$ cat src/sv/msss_pkg.sv
package msss_pkg;

  typedef enum logic [1:0] {
    STATUS_OK        = 2'd0,
    STATUS_OVERFLOW  = 2'd1,
    STATUS_UNDERFLOW = 2'd2,
    STATUS_BAD_STACK = 2'd3
  } status_e;

  localparam logic KIND_PUSH = 1'b0;
  localparam logic KIND_POP  = 1'b1;

  typedef enum logic [1:0] {
    ST_IDLE = 2'b01,
    ST_EXEC = 2'b10
  } state_e;

endpackage

$ cat src/sv/msss_ram.sv
module msss_ram #(
  parameter int WIDTH = 32,
  parameter int DEPTH = 8
) (
  input  logic                     clk_i,
  input  logic                     we_i,
  input  logic [$clog2(DEPTH)-1:0] waddr_i,
  input  logic [WIDTH-1:0]         wdata_i,
  input  logic                     re_i,
  input  logic [$clog2(DEPTH)-1:0] raddr_i,
  output logic [WIDTH-1:0]         rdata_o
);

  logic [WIDTH-1:0] mem_q [DEPTH];
  logic [WIDTH-1:0] rdata_q;

  always_ff @(posedge clk_i) begin
    if (we_i) begin
      mem_q[waddr_i] <= wdata_i;
    end
    if (re_i) begin
      rdata_q <= mem_q[raddr_i];
    end
  end

  assign rdata_o = rdata_q;

endmodule

$ cat src/sv/multi_stack_shared_store.sv
// Several LIFO stacks share one pool of SLOTS value slots. Each request beat is a push of
// a 32-bit value onto a stack or a pop from it; every request gives exactly one result beat
// with a status (ok, overflow, underflow, bad stack number) and, for a successful pop, the
// value. Values and slot links live in two synchronous RAMs with registered reads; the stack
// tops and the free-list head sit in flops. The accept cycle reads the link and value RAMs;
// the execute state then writes the link back and updates the heads once the result
// register is free. A request is taken only in the idle state, after the previous one.
// The result register lets the next request in while the previous result still waits.
// The link RAM needs no clearing pass after reset: a high-water mark marks slots never
// handed out, whose link is implied as the following slot.
module multi_stack_shared_store
  import msss_pkg::*;
#(
  parameter int NUM_STACKS = 4,
  parameter int SLOTS      = 8
) (
  input  logic        clk_i,
  input  logic        rst_ni,
  input  logic        s_axis_tvalid,
  output logic        s_axis_tready,
  input  logic [31:0] s_axis_tdata,   // [31:0] push_value
  input  logic [3:0]  s_axis_tuser,   // [0] kind, [3:1] stack_select
  output logic        m_axis_tvalid,
  input  logic        m_axis_tready,
  output logic [31:0] m_axis_tdata,   // [31:0] pop_value
  output logic [1:0]  m_axis_tuser    // [1:0] status
);

  localparam int AW = $clog2(SLOTS);
  localparam int SW = (NUM_STACKS > 1) ? $clog2(NUM_STACKS) : 1;
  localparam int HW = $clog2(SLOTS + 1);

  typedef struct packed {
    logic          valid;
    logic [AW-1:0] idx;
  } ptr_t;

  state_e  state_q, state_d;
  logic    kind_q;
  logic    sel_ok_q;
  logic [SW-1:0] sidx_q;
  logic [AW-1:0] slot_q;
  ptr_t    stack_head_q [NUM_STACKS];
  ptr_t    free_head_q;
  logic [HW-1:0] hw_q;
  logic    out_valid_q;
  status_e out_status_q, status_d;
  logic [31:0] out_value_q;

  logic          in_fire, in_kind, in_sel_ok, data_we;
  logic [2:0]    in_sel;
  logic [SW-1:0] in_sidx;
  ptr_t          in_head;
  logic [AW-1:0] in_slot;

  logic          exec_go, op_ok, fresh;
  ptr_t          head_cur, link_rd, fresh_link, link_wdata;
  logic [AW:0]   link_rdata;
  logic [31:0]   data_rdata;
  logic [HW-1:0] nxt;

  assign s_axis_tready = (state_q == ST_IDLE);
  assign in_fire   = s_axis_tvalid && s_axis_tready;
  assign in_kind   = s_axis_tuser[0];
  assign in_sel    = s_axis_tuser[3:1];
  assign in_sel_ok = ({1'b0, in_sel} < 4'(NUM_STACKS));
  assign in_sidx   = in_sel_ok ? in_sel[SW-1:0] : '0;
  assign in_head   = stack_head_q[in_sidx];
  assign in_slot   = (in_kind == KIND_POP) ? in_head.idx : free_head_q.idx;
  // the value goes in at accept, the slot is free and stays ours until write-back
  assign data_we   = in_fire && in_sel_ok && (in_kind == KIND_PUSH) && free_head_q.valid;

  assign exec_go  = (state_q == ST_EXEC) && (!out_valid_q || m_axis_tready);
  assign head_cur = stack_head_q[sidx_q];

  always_comb begin
    if (!sel_ok_q) begin
      status_d = STATUS_BAD_STACK;
    end else if (kind_q == KIND_PUSH) begin
      status_d = free_head_q.valid ? STATUS_OK : STATUS_OVERFLOW;
    end else begin
      status_d = head_cur.valid ? STATUS_OK : STATUS_UNDERFLOW;
    end
  end

  assign op_ok = (status_d == STATUS_OK);

  // slots at or above the high-water mark were never linked: they point to the next one
  assign fresh            = (kind_q == KIND_PUSH) && (HW'(slot_q) >= hw_q);
  assign nxt              = HW'(slot_q) + HW'(1);
  assign fresh_link.valid = (nxt < HW'(SLOTS));
  assign fresh_link.idx   = nxt[AW-1:0];
  assign link_rd          = fresh ? fresh_link : ptr_t'(link_rdata);
  assign link_wdata       = (kind_q == KIND_PUSH) ? head_cur : free_head_q;

  msss_ram #(
    .WIDTH (32),
    .DEPTH (SLOTS)
  ) u_data_ram (
    .clk_i   (clk_i),
    .we_i    (data_we),
    .waddr_i (in_slot),
    .wdata_i (s_axis_tdata),
    .re_i    (in_fire),
    .raddr_i (in_slot),
    .rdata_o (data_rdata)
  );

  msss_ram #(
    .WIDTH (AW + 1),
    .DEPTH (SLOTS)
  ) u_link_ram (
    .clk_i   (clk_i),
    .we_i    (exec_go && op_ok),
    .waddr_i (slot_q),
    .wdata_i (link_wdata),
    .re_i    (in_fire),
    .raddr_i (in_slot),
    .rdata_o (link_rdata)
  );

  always_comb begin
    state_d = state_q;
    case (state_q)
      ST_IDLE: begin
        if (in_fire) state_d = ST_EXEC;
      end
      ST_EXEC: begin
        if (exec_go) state_d = ST_IDLE;
      end
      default: state_d = ST_IDLE;
    endcase
  end

  always_ff @(posedge clk_i) begin
    if (in_fire) begin
      kind_q   <= in_kind;
      sel_ok_q <= in_sel_ok;
      sidx_q   <= in_sidx;
      slot_q   <= in_slot;
    end
    if (exec_go) begin
      out_status_q <= status_d;
      out_value_q  <= (op_ok && (kind_q == KIND_POP)) ? data_rdata : '0;
    end
  end

  always_ff @(posedge clk_i or negedge rst_ni) begin
    if (!rst_ni) begin
      state_q           <= ST_IDLE;
      free_head_q.valid <= 1'b1;
      free_head_q.idx   <= '0;
      hw_q              <= '0;
      out_valid_q       <= 1'b0;
      for (int i = 0; i < NUM_STACKS; i++) begin
        stack_head_q[i] <= '0;
      end
    end else begin
      state_q <= state_d;
      if (exec_go) begin
        out_valid_q <= 1'b1;
      end else if (m_axis_tready) begin
        out_valid_q <= 1'b0;
      end
      if (exec_go && op_ok) begin
        if (kind_q == KIND_PUSH) begin
          free_head_q                <= link_rd;
          stack_head_q[sidx_q].valid <= 1'b1;
          stack_head_q[sidx_q].idx   <= slot_q;
          if (fresh) hw_q <= hw_q + HW'(1);
        end else begin
          stack_head_q[sidx_q] <= link_rd;
          free_head_q.valid    <= 1'b1;
          free_head_q.idx      <= slot_q;
        end
      end
    end
  end

  assign m_axis_tvalid = out_valid_q;
  assign m_axis_tdata  = out_value_q;
  assign m_axis_tuser  = out_status_q;

`ifndef SYNTH
  a_hw_bound: assert property (@(posedge clk_i) disable iff (!rst_ni)
    hw_q <= HW'(SLOTS))
    else $error("high-water mark past the slot count");

  a_overflow: assert property (@(posedge clk_i) disable iff (!rst_ni)
    (exec_go && sel_ok_q && (kind_q == KIND_PUSH) && !free_head_q.valid)
    |=> (m_axis_tuser == STATUS_OVERFLOW))
    else $error("push on empty free list not reported as overflow");

  a_pop_frees: assert property (@(posedge clk_i) disable iff (!rst_ni)
    (exec_go && op_ok && (kind_q == KIND_POP)) |=> free_head_q.valid)
    else $error("popped slot not returned to free list");

  a_result_src: assert property (@(posedge clk_i) disable iff (!rst_ni)
    $rose(m_axis_tvalid) |-> $past(state_q == ST_EXEC))
    else $error("result beat without a request in write-back");
`endif

endmodule

$ cat config.mk
export PLATFORM = sky130hd
export DESIGN_NAME = multi_stack_shared_store
export DESIGN_NICKNAME = d
export VERILOG_FILES = /design/src/sv/msss_pkg.sv /design/src/sv/msss_ram.sv /design/src/sv/multi_stack_shared_store.sv
export SDC_FILE = /design/constraint.sdc
export NUM_CORES = 1
export LEC_CHECK = 0
export ABC_AREA = 1
export BUFFER_PORTS_ARGS = -buffer_cell sky130_fd_sc_hd__buf_2
export CAP_MARGIN = 20
export CORE_MARGIN = 3
export CORE_UTILIZATION = 28
export CTS_CLUSTER_DIAMETER = 150
export DETAILED_ROUTE_END_ITERATION = 16
export HOLD_SLACK_MARGIN = 0.15
export PLACE_DENSITY = 0.44
export SYNTH_ARGS = -nofsm -noshare
export SYNTH_HDL_FRONTEND = slang
export SYNTH_SLANG_ARGS = --single-unit
$ cat constraint.sdc
create_clock -name clk_i -period 3.5 [get_ports clk_i]
set_input_delay 0.175 -clock clk_i [delete_from_list [all_inputs] [get_ports clk_i]]
set_output_delay 0.175 -clock clk_i [all_outputs]
set_load 0.01 [all_outputs]
==> results.toml <==
[clocking]
clk_path_buf_depth = 3
cts_htree_levels = 2
root_buffer = "clkbuf_16"
numCtsBuffers = 44
path_clk_slew_ps = 60
hold_buffers = 38
cts_resized = 0
cts_sinks = 392
post_cts.repair.setup_buffers = 0
clk_latency_ps = 570
cts_tree = "yes"

[setup_path]
reg2reg_depth = 7
cp_max_fo = 8
max_stage_delay_ps = 460
worstSetupPathType = "reg -> reg"
r2r-start = "sidx_q[1]$_DFFE_PN_"
critPathArrivalTime_ps = 2830
r2r_end = "u_link_ram.mem_q[2][0]$_DFFE_PP_"
crit_start = "sidx_q[1]$_DFFE_PN_"
critPathTopFamily = "simple AND/OR/NAND/NOR gates"
path_buf_inv = 1
critPathRequiredTime_ps = 3710
worstPathCellList = "nor2_1 > a22oi_1 > nand3_1 > nand2_2 > inv_1 > nand2_1 > nor3_1"
worstSetupStartpointType = "register"
slowest_stage = "nor3_1"
rrSetupSlack_ps = 880
crit_path_end_kind = "register"

[synth]
yosys_warnings = 0
postSynthNetCount = 1596
async_flop_share_pct = 6.89
ys_types = 30
synth_flop_cell = "edfxtp_1"
synth.yosys.seq_area_share_pct = 69.4
synth.avg_cell_area_um2 = 10.8
synth.ff_latch_count = 392
synth_edf_count = 365
syn_area_um2 = 16800
netlist_instances = 1551

[placement]
gp_congestion = 0.805
pre_cts_ws_ps = 888
hpwl_mm = 23.3
portBuffers = 75

[sta]
fmax_mhz = 382
relSlewSlack_pct = 34.9
fin_ws_ps = 881
finalHoldViolCount = 0
slew_viol_final = 0
rsz0062_at_grt = "false"
finalCritPeriodShare_pct = 74.8
fin_crit_ps = 2620
finalSetupViolCount = 0
holdWs_ps = 178
tns_ps = 0
finClkSkew_ps = 21.9
max_slew.worst_pin.slew_ps = 976

[power]
p_per_area_nw_per_um2 = 611
ir_drop_uv = 344
p_leak_nw = 8.17

[cells_and_area]
diodes = 0
final_nets = 1711
drive_above_1_share_pct = 11.3
syn2layout_area_growth_pct = 19.0

[global_route]
grt_pass1_vias = 10700
grt_first_pass_wirelength_mm = 65.1
grt_max_degree = 145
grt_usage_pct = 13.5
antenna_found_initial = 0
gr-total-overflow = 0

[die]
initial_core_util_pct = 28.4
core-area_um2 = 59100
fp.dieH_um = 251
ios = 76
num_rows = 89
die_area_um2 = 62900
die_width_um = 251

[hold_path]
hp-class = "in -> async"

[drt]
drc = 0
viasPerCell = 4.36
wl_per_cell_um = 17.0
drt_iter0_drc = 793
first_pass_iters = 6
vias = 10800
drt-total-wl_mm = 42.1
drtAntennaViolNets = 0

[job]
maxCapViolCount = 0

[run_status]
status = "complete, no violations"
## kinds of logic (layout without fill, tap and decap cells)
family                   Yosys count  after routing  synth area share (%)
AO/OA/AOI/OAI                     40             40                  1.48
flip-flops                       392            392                  69.4
AND/OR/NAND/NOR                  847            847                  22.1
adder cells (fa/ha/maj)            5              5                 0.373
XOR/XNOR                           3              3                 0.157
buffers and inverters            264            414                  6.48
## placed cells by master (no fill, tap or decap), types with 8 or more instances in the layout
cell type,Yosys,final
a21boi_0,8,8
a21oi_1,8,8
buf_12,0,8
buf_2,31,75
buf_4,15,20
clkbuf_1,26,10
clkbuf_16,0,44
clkinv_1,0,11
clkinv_2,0,8
dfrtp_1,25,25
dlygate4sd3_1,0,38
edfxtp_1,365,365
inv_1,189,187
nand2_1,506,501
nand3_1,174,173
nand3b_1,70,70
nor2_1,84,78
nor2_4,3,9
o21ai_0,11,11
## through the flow
step	power, mW	utilization [%]	cell area [µm²]	instances
floorplan	7.02	-	16800	1551
global placement	7.73	30.7	18200	2354
detailed placement	7.74	30.7	18200	2354
CTS	12.4	33.7	19900	2473
global route	12.9	33.8	20000	2474
finish	12.2	33.8	20000	2474
## worst max path at each step
| stage | end | slack [ps] | cells past startpoint |
|---|---|---|---|
| after global placement | u_data_ram.rdata_o[12]$_DFFE_PN_ | 1030 | 13 |
| after detailed placement | u_link_ram.mem_q[2][3]$_DFFE_PP_ | 890 | 7 |
| final | u_link_ram.mem_q[2][0]$_DFFE_PP_ | 880 | 7 |
| after global routing | u_link_ram.mem_q[2][2]$_DFFE_PP_ | 660 | 7 |
| after CTS | u_link_ram.mem_q[2][2]$_DFFE_PP_ | 880 | 7 |
| after floorplan | u_data_ram.mem_q[1][0]$_DFFE_PP_ | 470 | 8 |
## cell type report
type                    instances  area, µm²
multi-input cells             895       4150
flip-flops and latches        392      11600
repair buffers                141       1070
inverters                     192        721
clock buffers                  54       1140
clock inverters                27        279
fillers                      5940      39200
well taps                     773        967
## cell usage after synthesis, drive strengths merged (4+ instances only)
cell | instances | area (µm²)
a21boi | 8 | 60.1
a21oi | 8 | 40.0
inv | 192 | 721
dfrtp | 25 | 626
edfxtp | 365 | 11000
ha | 5 | 62.6
o21ai | 12 | 60.1
nand3b | 70 | 526
nor3 | 4 | 20.0
nand2 | 508 | 1910
clkbuf | 26 | 97.6
buf | 46 | 268
a22oi | 5 | 37.5
nor2 | 88 | 355
nand3 | 175 | 881
## routing by layer
metal | vias up | wire length, µm | part of all wire (%) | global-route usage (%)
met3 | 54 | 1740 | 4.1 | 2.37
met2 | 208 | 19700 | 47 | 21.9
met5 | - | 0 | 0 | 0
met1 | 5162 | 19800 | 47 | 18.6
li1 | 5358 | - | - | -
met4 | 0 | 845 | 2.0 | 3.72
## sequential cells by signal (all words and copies together) (netlist names)
| register | flops |
|---|---|
| kind_q | 1 |
| sel_ok_q | 1 |
| hw_q | 4 |
| u_data_ram.mem_q | 256 |
| state_q | 2 |
| stack_head_q | 16 |
| m_axis_tuser | 2 |
| free_head_q | 4 |
| sidx_q | 2 |
| m_axis_tvalid | 1 |
| m_axis_tdata | 32 |
| u_link_ram.mem_q | 32 |
| u_link_ram.rdata_o | 4 |
| u_data_ram.rdata_o | 32 |
| slot_q | 3 |
## power breakdown
part | internal, mW | total, mW | switching (mW)
registers | 5.43 | 5.52 | 0.0852
clock network | 2.69 | 4.54 | 1.85
logic | 0.618 | 2.13 | 1.51
Note: power is estimated with default switching activity, not from simulation.
